## config.mk

```make
export PLATFORM = sky130hd
export DESIGN_NAME = secure_coding_lockout_fsm
export DESIGN_NICKNAME = d
export VERILOG_FILES = /design/src/sv/sclf_pkg.sv /design/src/sv/secure_coding_lockout_fsm.sv /design/src/sv/sclf_core.sv
export SDC_FILE = /design/constraint.sdc
export NUM_CORES = 1
export LEC_CHECK = 0
export BUFFER_PORTS_ARGS = -buffer_cell sky130_fd_sc_hd__buf_2
export CAP_MARGIN = 20
export CORE_MARGIN = 2
export CORE_UTILIZATION = 50
export DETAILED_ROUTE_END_ITERATION = 10
export GPL_TIMING_DRIVEN = 0
export PLACE_DENSITY_LB_ADDON = 0.12
export SKIP_CTS_REPAIR_TIMING = 1
export SYNTH_ARGS = -nofsm -noshare
export SYNTH_HDL_FRONTEND = slang
export SYNTH_SLANG_ARGS = --single-unit
```

## constraint.sdc

```tcl
create_clock -name clock -period 10.1 [get_ports clock]
set_clock_uncertainty 0.05 [all_clocks]
set_input_delay 2.02 -clock clock [delete_from_list [all_inputs] [get_ports clock]]
set_output_delay 2.02 -clock clock [all_outputs]
set_load 0.03 [all_outputs]
```

## src/sv/sclf_pkg.sv

```systemverilog
package sclf_pkg;

   // one-hot controller states
   typedef enum logic [6:0] {
      ST_IDLE       = 7'b0000001,
      ST_NEEDACCESS = 7'b0000010,
      ST_SEED       = 7'b0000100,
      ST_LOCKOUT    = 7'b0001000,
      ST_WAIT       = 7'b0010000,
      ST_DATANOK    = 7'b0100000,
      ST_WRITE      = 7'b1000000
   } state_type;

   // reported state codes
   localparam logic [2:0] CODE_IDLE       = 3'd0;
   localparam logic [2:0] CODE_NEEDACCESS = 3'd1;
   localparam logic [2:0] CODE_SEED       = 3'd2;
   localparam logic [2:0] CODE_LOCKOUT    = 3'd3;
   localparam logic [2:0] CODE_WAIT       = 3'd4;
   localparam logic [2:0] CODE_DATANOK    = 3'd5;
   localparam logic [2:0] CODE_WRITE      = 3'd6;

   // access status codes
   localparam logic [2:0] ACC_REQ_OK  = 3'd1;
   localparam logic [2:0] ACC_REQ_NOK = 3'd2;
   localparam logic [2:0] ACC_ENABLE  = 3'd3;
   localparam logic [2:0] ACC_PROGRAM = 3'd4;

   // operation codes
   localparam logic OP_TICK   = 1'b0;
   localparam logic OP_REINIT = 1'b1;

   // save request codes
   localparam logic [1:0] SAVE_NONE = 2'd0;
   localparam logic [1:0] SAVE_FLAG = 2'd1;
   localparam logic [1:0] SAVE_DATA = 2'd2;

   // register indexes
   localparam logic [2:0] CSR_LOCKOUT_DELAY = 3'd0;
   localparam logic [2:0] CSR_DEF_UC        = 3'd1;
   localparam logic [2:0] CSR_DEF_ALT       = 3'd2;
   localparam logic [2:0] CSR_DEF_FRIC      = 3'd3;
   localparam logic [2:0] CSR_DEF_GEAR      = 3'd4;
   localparam logic [2:0] CSR_DEF_PRESS     = 3'd5;
   localparam logic [2:0] CSR_DEF_CAR       = 3'd6;
   localparam logic [2:0] CSR_DEF_HEAT      = 3'd7;

   localparam int unsigned CSR_WIDTH = 24;
   localparam logic [15:0] DELAY_RESET = 16'd30000;
   localparam logic [14:0] DELAY_CAP   = 15'd30000;
   localparam logic [7:0]  COUNT_MAX   = 8'd255;
   localparam logic [7:0]  REINIT_ID   = 8'd2;

   typedef struct packed {
      logic [15:0] lockout_delay;
      logic [23:0] def_uc;
      logic [15:0] def_alternator;
      logic [7:0]  def_fric;
      logic [7:0]  def_gear_box;
      logic [7:0]  def_press_clim;
      logic [7:0]  def_car;
      logic [7:0]  def_add_heat;
   } cfg_type;

   typedef struct packed {
      logic        operation;
      logic [2:0]  access_status;
      logic        data_valid;
      logic        write_confirmed;
      logic        main_wakeup;
      logic        assembly_mode;
      logic [63:0] raw_low;
      logic [23:0] raw_high;
   } item_type;

   typedef struct packed {
      logic [2:0]  ecu_state;
      logic        anti_scan_active;
      logic [1:0]  save_request;
      logic [7:0]  coding_count;
      logic [7:0]  coded_id;
      logic [7:0]  coded_fric;
      logic [7:0]  coded_press_clim;
      logic [7:0]  coded_gear_box;
      logic [15:0] coded_alternator;
      logic [7:0]  coded_car;
      logic [7:0]  coded_add_heat;
      logic [23:0] coded_uc;
   } result_type;

endpackage

```

## src/sv/secure_coding_lockout_fsm.sv

```systemverilog
// path: a request goes through the input register, then the output register, to rsp
// throughput: one request per cycle while rsp is not stalled; the controller state
//   updates as a request leaves the input register, so the next request sees it
// reset: synchronous, active high; state idle, flag, timer, counter and id cleared,
//   lockout delay 30000, default and coded values zero, both channels empty
module secure_coding_lockout_fsm (
   input  logic                               clock,
   input  logic                               reset,
   // config write port
   input  logic                               csr_we,
   input  logic [2:0]                         csr_index,
   input  logic [sclf_pkg::CSR_WIDTH-1:0]     csr_wdata,
   // request channel
   input  logic                               req_tvalid,
   output logic                               req_tready,
   // access_status[2:0], data_valid[3], write_confirmed[4], main_wakeup[5],
   // assembly_mode[6], raw_low[70:7], raw_high[94:71], zero pad[95]
   input  logic [95:0]                        req_tdata,
   // operation[0]
   input  logic                               req_tuser,
   // result channel
   output logic                               rsp_tvalid,
   input  logic                               rsp_tready,
   // ecu_state[2:0], anti_scan_active[3], save_request[5:4], coding_count[13:6],
   // coded_id[21:14], coded_fric[29:22], coded_press_clim[37:30],
   // coded_gear_box[45:38], coded_alternator[61:46], coded_car[69:62],
   // coded_add_heat[77:70], coded_uc[101:78], zero pad[103:102]
   output logic [103:0]                       rsp_tdata
);
   import sclf_pkg::*;

   cfg_type    cfg_ff;
   item_type   item_ff;
   logic       item_valid_ff;
   result_type result;
   result_type rsp_ff;
   logic       rsp_valid_ff;
   logic       step;

   // config registers
   always_ff @(posedge clock) begin
      if (reset) begin
         cfg_ff.lockout_delay  <= DELAY_RESET;
         cfg_ff.def_uc         <= '0;
         cfg_ff.def_alternator <= '0;
         cfg_ff.def_fric       <= '0;
         cfg_ff.def_gear_box   <= '0;
         cfg_ff.def_press_clim <= '0;
         cfg_ff.def_car        <= '0;
         cfg_ff.def_add_heat   <= '0;
      end else if (csr_we) begin
         unique case (csr_index)
            CSR_LOCKOUT_DELAY: cfg_ff.lockout_delay  <= csr_wdata[15:0];
            CSR_DEF_UC:        cfg_ff.def_uc         <= csr_wdata[23:0];
            CSR_DEF_ALT:       cfg_ff.def_alternator <= csr_wdata[15:0];
            CSR_DEF_FRIC:      cfg_ff.def_fric       <= csr_wdata[7:0];
            CSR_DEF_GEAR:      cfg_ff.def_gear_box   <= csr_wdata[7:0];
            CSR_DEF_PRESS:     cfg_ff.def_press_clim <= csr_wdata[7:0];
            CSR_DEF_CAR:       cfg_ff.def_car        <= csr_wdata[7:0];
            CSR_DEF_HEAT:      cfg_ff.def_add_heat   <= csr_wdata[7:0];
            default:           cfg_ff.def_add_heat   <= cfg_ff.def_add_heat;
         endcase
      end
   end

   // handshake: input register drains into the output register
   assign step       = item_valid_ff && (!rsp_valid_ff || rsp_tready);
   assign req_tready = !item_valid_ff || step;

   // input register
   always_ff @(posedge clock) begin
      if (reset) begin
         item_valid_ff <= 1'b0;
      end else if (req_tready) begin
         item_valid_ff <= req_tvalid;
      end
   end

   always_ff @(posedge clock) begin
      if (req_tready && req_tvalid) begin
         item_ff.operation       <= req_tuser;
         item_ff.access_status   <= req_tdata[2:0];
         item_ff.data_valid      <= req_tdata[3];
         item_ff.write_confirmed <= req_tdata[4];
         item_ff.main_wakeup     <= req_tdata[5];
         item_ff.assembly_mode   <= req_tdata[6];
         item_ff.raw_low         <= req_tdata[70:7];
         item_ff.raw_high        <= req_tdata[94:71];
      end
   end

   sclf_core u_core (
      .clock  (clock),
      .reset  (reset),
      .cfg    (cfg_ff),
      .step   (step),
      .item   (item_ff),
      .result (result)
   );

   // output register
   always_ff @(posedge clock) begin
      if (reset) begin
         rsp_valid_ff <= 1'b0;
      end else if (step) begin
         rsp_valid_ff <= 1'b1;
      end else if (rsp_tready) begin
         rsp_valid_ff <= 1'b0;
      end
   end

   always_ff @(posedge clock) begin
      if (step) begin
         rsp_ff <= result;
      end
   end

   assign rsp_tvalid = rsp_valid_ff;
   assign rsp_tdata  = {2'b00,
                        rsp_ff.coded_uc,
                        rsp_ff.coded_add_heat,
                        rsp_ff.coded_car,
                        rsp_ff.coded_alternator,
                        rsp_ff.coded_gear_box,
                        rsp_ff.coded_press_clim,
                        rsp_ff.coded_fric,
                        rsp_ff.coded_id,
                        rsp_ff.coding_count,
                        rsp_ff.save_request,
                        rsp_ff.anti_scan_active,
                        rsp_ff.ecu_state};

endmodule

```

## src/sv/sclf_core.sv

```systemverilog
module sclf_core (
   input  logic                clock,
   input  logic                reset,
   input  sclf_pkg::cfg_type   cfg,
   input  logic                step,
   input  sclf_pkg::item_type  item,
   output sclf_pkg::result_type result
);
   import sclf_pkg::*;

   state_type   state_ff, state_in;
   logic        flag_ff, flag_in;
   logic [14:0] timer_ff, timer_in;
   logic [7:0]  count_ff, count_in;
   logic [7:0]  id_ff, id_in;
   logic [7:0]  fric_ff, fric_in;
   logic [7:0]  press_ff, press_in;
   logic [7:0]  gear_ff, gear_in;
   logic [7:0]  car_ff, car_in;
   logic [7:0]  heat_ff, heat_in;
   logic [15:0] alt_ff, alt_in;
   logic [23:0] uc_ff, uc_in;
   logic [1:0]  save;
   logic [14:0] delay_clamped;
   logic [14:0] timer_dec;
   logic [2:0]  state_code;

   // lockout load value and countdown
   assign delay_clamped = (cfg.lockout_delay > {1'b0, DELAY_CAP}) ? DELAY_CAP
                                                                  : cfg.lockout_delay[14:0];
   assign timer_dec     = (timer_ff - 15'd1 > DELAY_CAP) ? DELAY_CAP : timer_ff - 15'd1;

   // next state and coded values for one request
   always_comb begin
      state_in = state_ff;
      flag_in  = flag_ff;
      timer_in = timer_ff;
      count_in = count_ff;
      id_in    = id_ff;
      fric_in  = fric_ff;
      press_in = press_ff;
      gear_in  = gear_ff;
      car_in   = car_ff;
      heat_in  = heat_ff;
      alt_in   = alt_ff;
      uc_in    = uc_ff;
      save     = SAVE_NONE;
      if (item.operation == OP_REINIT) begin
         fric_in  = cfg.def_fric;
         press_in = cfg.def_press_clim;
         gear_in  = cfg.def_gear_box;
         car_in   = cfg.def_car;
         heat_in  = cfg.def_add_heat;
         alt_in   = cfg.def_alternator;
         uc_in    = cfg.def_uc;
         count_in = '0;
         id_in    = REINIT_ID;
      end else begin
         unique case (state_ff)
            ST_IDLE: begin
               if (flag_ff) begin
                  state_in = ST_LOCKOUT;
                  save     = SAVE_FLAG;
                  timer_in = delay_clamped;
               end else begin
                  state_in = (count_ff == 8'd0) ? ST_WAIT : ST_NEEDACCESS;
               end
            end
            ST_NEEDACCESS: begin
               if (item.access_status == ACC_REQ_OK) begin
                  state_in = ST_SEED;
               end else if (item.access_status == ACC_ENABLE) begin
                  state_in = ST_WAIT;
               end
            end
            ST_SEED: begin
               if ((flag_ff && item.access_status != ACC_ENABLE) ||
                   item.access_status == ACC_REQ_NOK) begin
                  flag_in  = 1'b1;
                  save     = SAVE_FLAG;
                  state_in = ST_LOCKOUT;
                  timer_in = delay_clamped;
               end else if (item.access_status == ACC_ENABLE) begin
                  state_in = ST_WAIT;
               end
            end
            ST_LOCKOUT: begin
               if (timer_ff == 15'd0) begin
                  flag_in  = 1'b0;
                  state_in = ST_IDLE;
               end else begin
                  timer_in = timer_dec;
               end
            end
            ST_WAIT: begin
               if (item.access_status == ACC_PROGRAM) begin
                  state_in = item.data_valid ? ST_WRITE : ST_DATANOK;
               end else if (!item.main_wakeup || !item.assembly_mode ||
                            (item.access_status != ACC_ENABLE && count_ff != 8'd0)) begin
                  state_in = ST_IDLE;
               end
            end
            ST_DATANOK, ST_WRITE: begin
               if (item.write_confirmed) begin
                  state_in = ST_IDLE;
               end
            end
            default: begin
               state_in = ST_IDLE;
            end
         endcase

         // unpack raw bytes on write entry
         if (state_in == ST_WRITE && state_ff != ST_WRITE) begin
            id_in    = item.raw_low[7:0];
            fric_in  = item.raw_low[15:8];
            press_in = item.raw_low[23:16];
            gear_in  = item.raw_low[31:24];
            alt_in   = item.raw_low[47:32];
            car_in   = item.raw_low[55:48];
            heat_in  = item.raw_low[63:56];
            uc_in    = item.raw_high;
            count_in = (count_ff == COUNT_MAX) ? count_ff : count_ff + 8'd1;
            save     = SAVE_DATA;
         end
      end
   end

   // controller and coding registers
   always_ff @(posedge clock) begin
      if (reset) begin
         state_ff <= ST_IDLE;
         flag_ff  <= 1'b0;
         timer_ff <= '0;
         count_ff <= '0;
         id_ff    <= '0;
         fric_ff  <= '0;
         press_ff <= '0;
         gear_ff  <= '0;
         car_ff   <= '0;
         heat_ff  <= '0;
         alt_ff   <= '0;
         uc_ff    <= '0;
      end else if (step) begin
         state_ff <= state_in;
         flag_ff  <= flag_in;
         timer_ff <= timer_in;
         count_ff <= count_in;
         id_ff    <= id_in;
         fric_ff  <= fric_in;
         press_ff <= press_in;
         gear_ff  <= gear_in;
         car_ff   <= car_in;
         heat_ff  <= heat_in;
         alt_ff   <= alt_in;
         uc_ff    <= uc_in;
      end
   end

   // state encoding for the result
   always_comb begin
      unique case (state_in)
         ST_IDLE:       state_code = CODE_IDLE;
         ST_NEEDACCESS: state_code = CODE_NEEDACCESS;
         ST_SEED:       state_code = CODE_SEED;
         ST_LOCKOUT:    state_code = CODE_LOCKOUT;
         ST_WAIT:       state_code = CODE_WAIT;
         ST_DATANOK:    state_code = CODE_DATANOK;
         ST_WRITE:      state_code = CODE_WRITE;
         default:       state_code = CODE_IDLE;
      endcase
   end

   assign result.ecu_state        = state_code;
   assign result.anti_scan_active = flag_in;
   assign result.save_request     = save;
   assign result.coding_count     = count_in;
   assign result.coded_id         = id_in;
   assign result.coded_fric       = fric_in;
   assign result.coded_press_clim = press_in;
   assign result.coded_gear_box   = gear_in;
   assign result.coded_alternator = alt_in;
   assign result.coded_car        = car_in;
   assign result.coded_add_heat   = heat_in;
   assign result.coded_uc         = uc_in;

endmodule

```

==> flow_summary.toml <==
[logic_synthesis]
synth.distinct_cells = 74
yosysTopAreaCell = "edfxtp_1"
yosysMostFrequentCell = "nand2_1"
avgSynthCellArea_sq_um = 9.879
synthArstFlopShare_pct = 0
synthesis.area_sq_um = 17000
synth.top_cells.by_area = "edfxtp_1 (35%), dfxtp_1 (26%), nand2_1 (11%)"
yosysWarnings = 0
yosysTopAreaCellShare_pct = 34.97
synth_edf_count = 198
synth_cells = 1721
ys.flop_type = "dfxtp_1"
ys_ff_latch = 415
ys_top_cells_by_count = "nand2_1 (512), dfxtp_1 (217), a21oi_1 (207), edfxtp_1 (198), o21ai_0 (98)"
seq_area_frac_synth_pct = 60.52

[place]
port_buffers = 220
dp_hpwl_um = 33600
gp_congestion = 0.8849
dpl_cell_area_sq_um = 18740

[route]
vias = 13770
firstDrtPassIters = 6
post_drt_wl_per_cell_um = 19.62
wl_um = 48530
ant_nets = 0
via_per_inst = 5.564
drc = 0
drtIter0Drc = 1221

[die]
core_area_sq_um = 33530
pin_count = 235
row_count = 67
die_x_um = 188.4
fp.dieH_um = 188.4
dieArea_sq_um = 35490
start_util_pct = 50.70

[critical_path]
critPathLaunchType = "input port"
path_class = "input port to output port"
required_ps = 8030
rr_worst_depth = 7
end_kind = "output port"
reg2reg_to = "u_core.count_ff[1]"
worstPathArrival_ps = 2610
worstSetupStartpoint = "rsp_tready"
r2r_slack_ps = 6300
worstPathMaxFanout = 4
r2r-start = "item_ff[95]"

[clock_network]
cts_tree = "built"
clk_pin_slew_ps = 60
clock_path_buffers = 3
root_buffer = "clkbuf_16"
cts.sinks = 415
htree_num_levels = 2
clk_latency_ps = 540
cts_buffers = 44

[sta]
finalMaxSlewViolations = 0
max_freq_mhz = 213.6
rsz0062_at_grt = "no"
relSlewSlack_pct = 27.80
setup_viol = 0
finalCritPeriodShare_pct = 46.36
min_period_ps = 4682
hold_violations = 0
max_slew.worst_pin.slew_ps = 1083
fin_tns_setup_ps = 0

[global_route]
grt_max_degree = 61
grt_usage_pct = 26.72
overflow = 0
grt_pass1_wl_um = 73350
grt_pass1_vias = 13220
antenna_found_initial = 6

[layout]
fin_nets = 2124
area_growth_syn_to_layout_pct = 18.30
drive_gt1_share_pct = 16.94
design_area_sq_um = 20110

[pwr]
p_leak_nw = 7.560
peakVddDrop_v = 0.0001306
power_density_nw_per_um2 = 180.3

[hold_path]
min_path_type = "flop to flop"
hp-start = "u_core.fric_ff[6]"
min_path_cells = 2
min_to = "u_core.fric_ff[6]"

[run_status]
outcome = "finished clean"

[flow_run]
maxCapViolCount = 0
-- flip-flops by register name, summed over array words and instances (netlist names), 7 cells and up --
register / count
u_core.state_ff: 7
u_core.press_ff: 8
u_core.id_ff: 8
rsp_tdata: 102
u_core.car_ff: 8
cfg_ff: 96
item_ff: 96
u_core.alt_ff: 16
u_core.fric_ff: 8
u_core.heat_ff: 8
u_core.timer_ff: 15
u_core.gear_ff: 8
u_core.uc_ff: 24
u_core.count_ff: 8
-- where the power goes --
part,total (W),switching [W],internal [W],leakage [nW]
Clock,0.00153,0.000646,0.000881,0.671
Sequential,0.00184,0.0000219,0.00182,3.63
Combinational,0.000258,0.000189,0.0000686,3.26
-- cell usage in the layout, fill, tap and decap left out, types with 7 or more instances in the layout --
| master | netlist | layout |
|---|---|---|
| buf_2 | 20 | 240 |
| dfxtp_1 | 217 | 217 |
| o21ai_0 | 98 | 98 |
| or3_1 | 9 | 9 |
| nand2b_1 | 9 | 9 |
| clkbuf_8 | 0 | 8 |
| nand4_1 | 8 | 8 |
| and3_1 | 7 | 7 |
| nand2_1 | 512 | 512 |
| nor2b_1 | 9 | 9 |
| mux2i_1 | 81 | 81 |
| clkbuf_16 | 0 | 45 |
| edfxtp_1 | 198 | 198 |
| clkbuf_1 | 88 | 101 |
| a31oi_1 | 8 | 8 |
| nor3_1 | 17 | 17 |
| a21oi_1 | 207 | 207 |
| nor2_1 | 51 | 51 |
| a211oi_1 | 12 | 12 |
| clkinv_2 | 0 | 7 |
| nand3_1 | 31 | 31 |
| inv_1 | 11 | 11 |
| nor4_1 | 7 | 7 |
-- logic make-up (layout without fill, tap and decap cells) --
group / Yosys count / in the layout / share of synthesized area [%]
other: 1 / 3 / 0.02206
adders and majority gates: 4 / 4 / 0.2944
AOI/OAI and AO/OA: 379 / 379 / 12.84
DFF: 415 / 415 / 60.52
muxes: 82 / 82 / 4.835
xor gates and xnor gates: 10 / 10 / 0.5151
buffers and inverters: 132 / 435 / 3.209
and+or+nand+nor: 698 / 698 / 17.76
-- stage by stage --
| stage | setup WS (ps) | total power, W | util (%) | cells | hold slack [ps] |
|---|---|---|---|---|---|
| floorplan | 4257 | 0.002023 | - | 1722 | 386.0 |
| global placement | 2146 | 0.002133 | 55.67 | 2390 | 391.1 |
| detailed placement | 5328 | 0.002133 | 55.88 | 2393 | 396.1 |
| CTS | 5420 | 0.003645 | 59.97 | 2473 | 403.8 |
| global route | 5358 | 0.003736 | 59.97 | 2473 | 415.6 |
| finish | 5418 | 0.003626 | 59.98 | 2474 | 402.8 |
-- per-layer routing --
| metal | vias to the layer above | part of all wire, % | wire length (um) | global-route usage, % |
|---|---|---|---|---|
| met3 | 116 | 6.5 | 3172 | 4.619 |
| li1 | 6583 | - | - | - |
| met1 | 6561 | 41 | 20140 | 34.22 |
| met4 | 10 | 3.4 | 1640 | 9.075 |
| met2 | 495 | 48 | 23520 | 45.96 |
| met5 | - | 0.12 | 59 | 0 |
-- worst max-delay path, stage by stage --
cell and delay, ps:
buf_2 90, nor2b_1 210, nand2_1 100, buf_2 180
-- final cells by class --
type | instances | area [sq um]
inverters | 13 | 48.80
multi-input cells | 1175 | 6172
clock buffers | 67 | 1289
well taps | 448 | 560.5
plain buffers | 119 | 500.5
fillers | 2944 | 13420
clock inverters | 13 | 82.58
repair buffers | 223 | 1167
diodes | 1 | 2.502
flip-flops and latches | 415 | 10290
-- how the worst max path moves through the flow --
| stage | end | slack [ps] | depth (start not counted) |
|---|---|---|---|
| finish | req_tready | 5420 | 4 |
| global route | req_tready | 5360 | 4 |
| CTS | req_tready | 5420 | 4 |
| detailed placement | u_core.uc_ff[11] | 5330 | 8 |
| global placement | u_core.state_ff[6] | 2150 | 6 |
| floorplan | rsp_tdata[0] | 4260 | 4 |
Note: power is estimated with default switching activity, not from simulation.
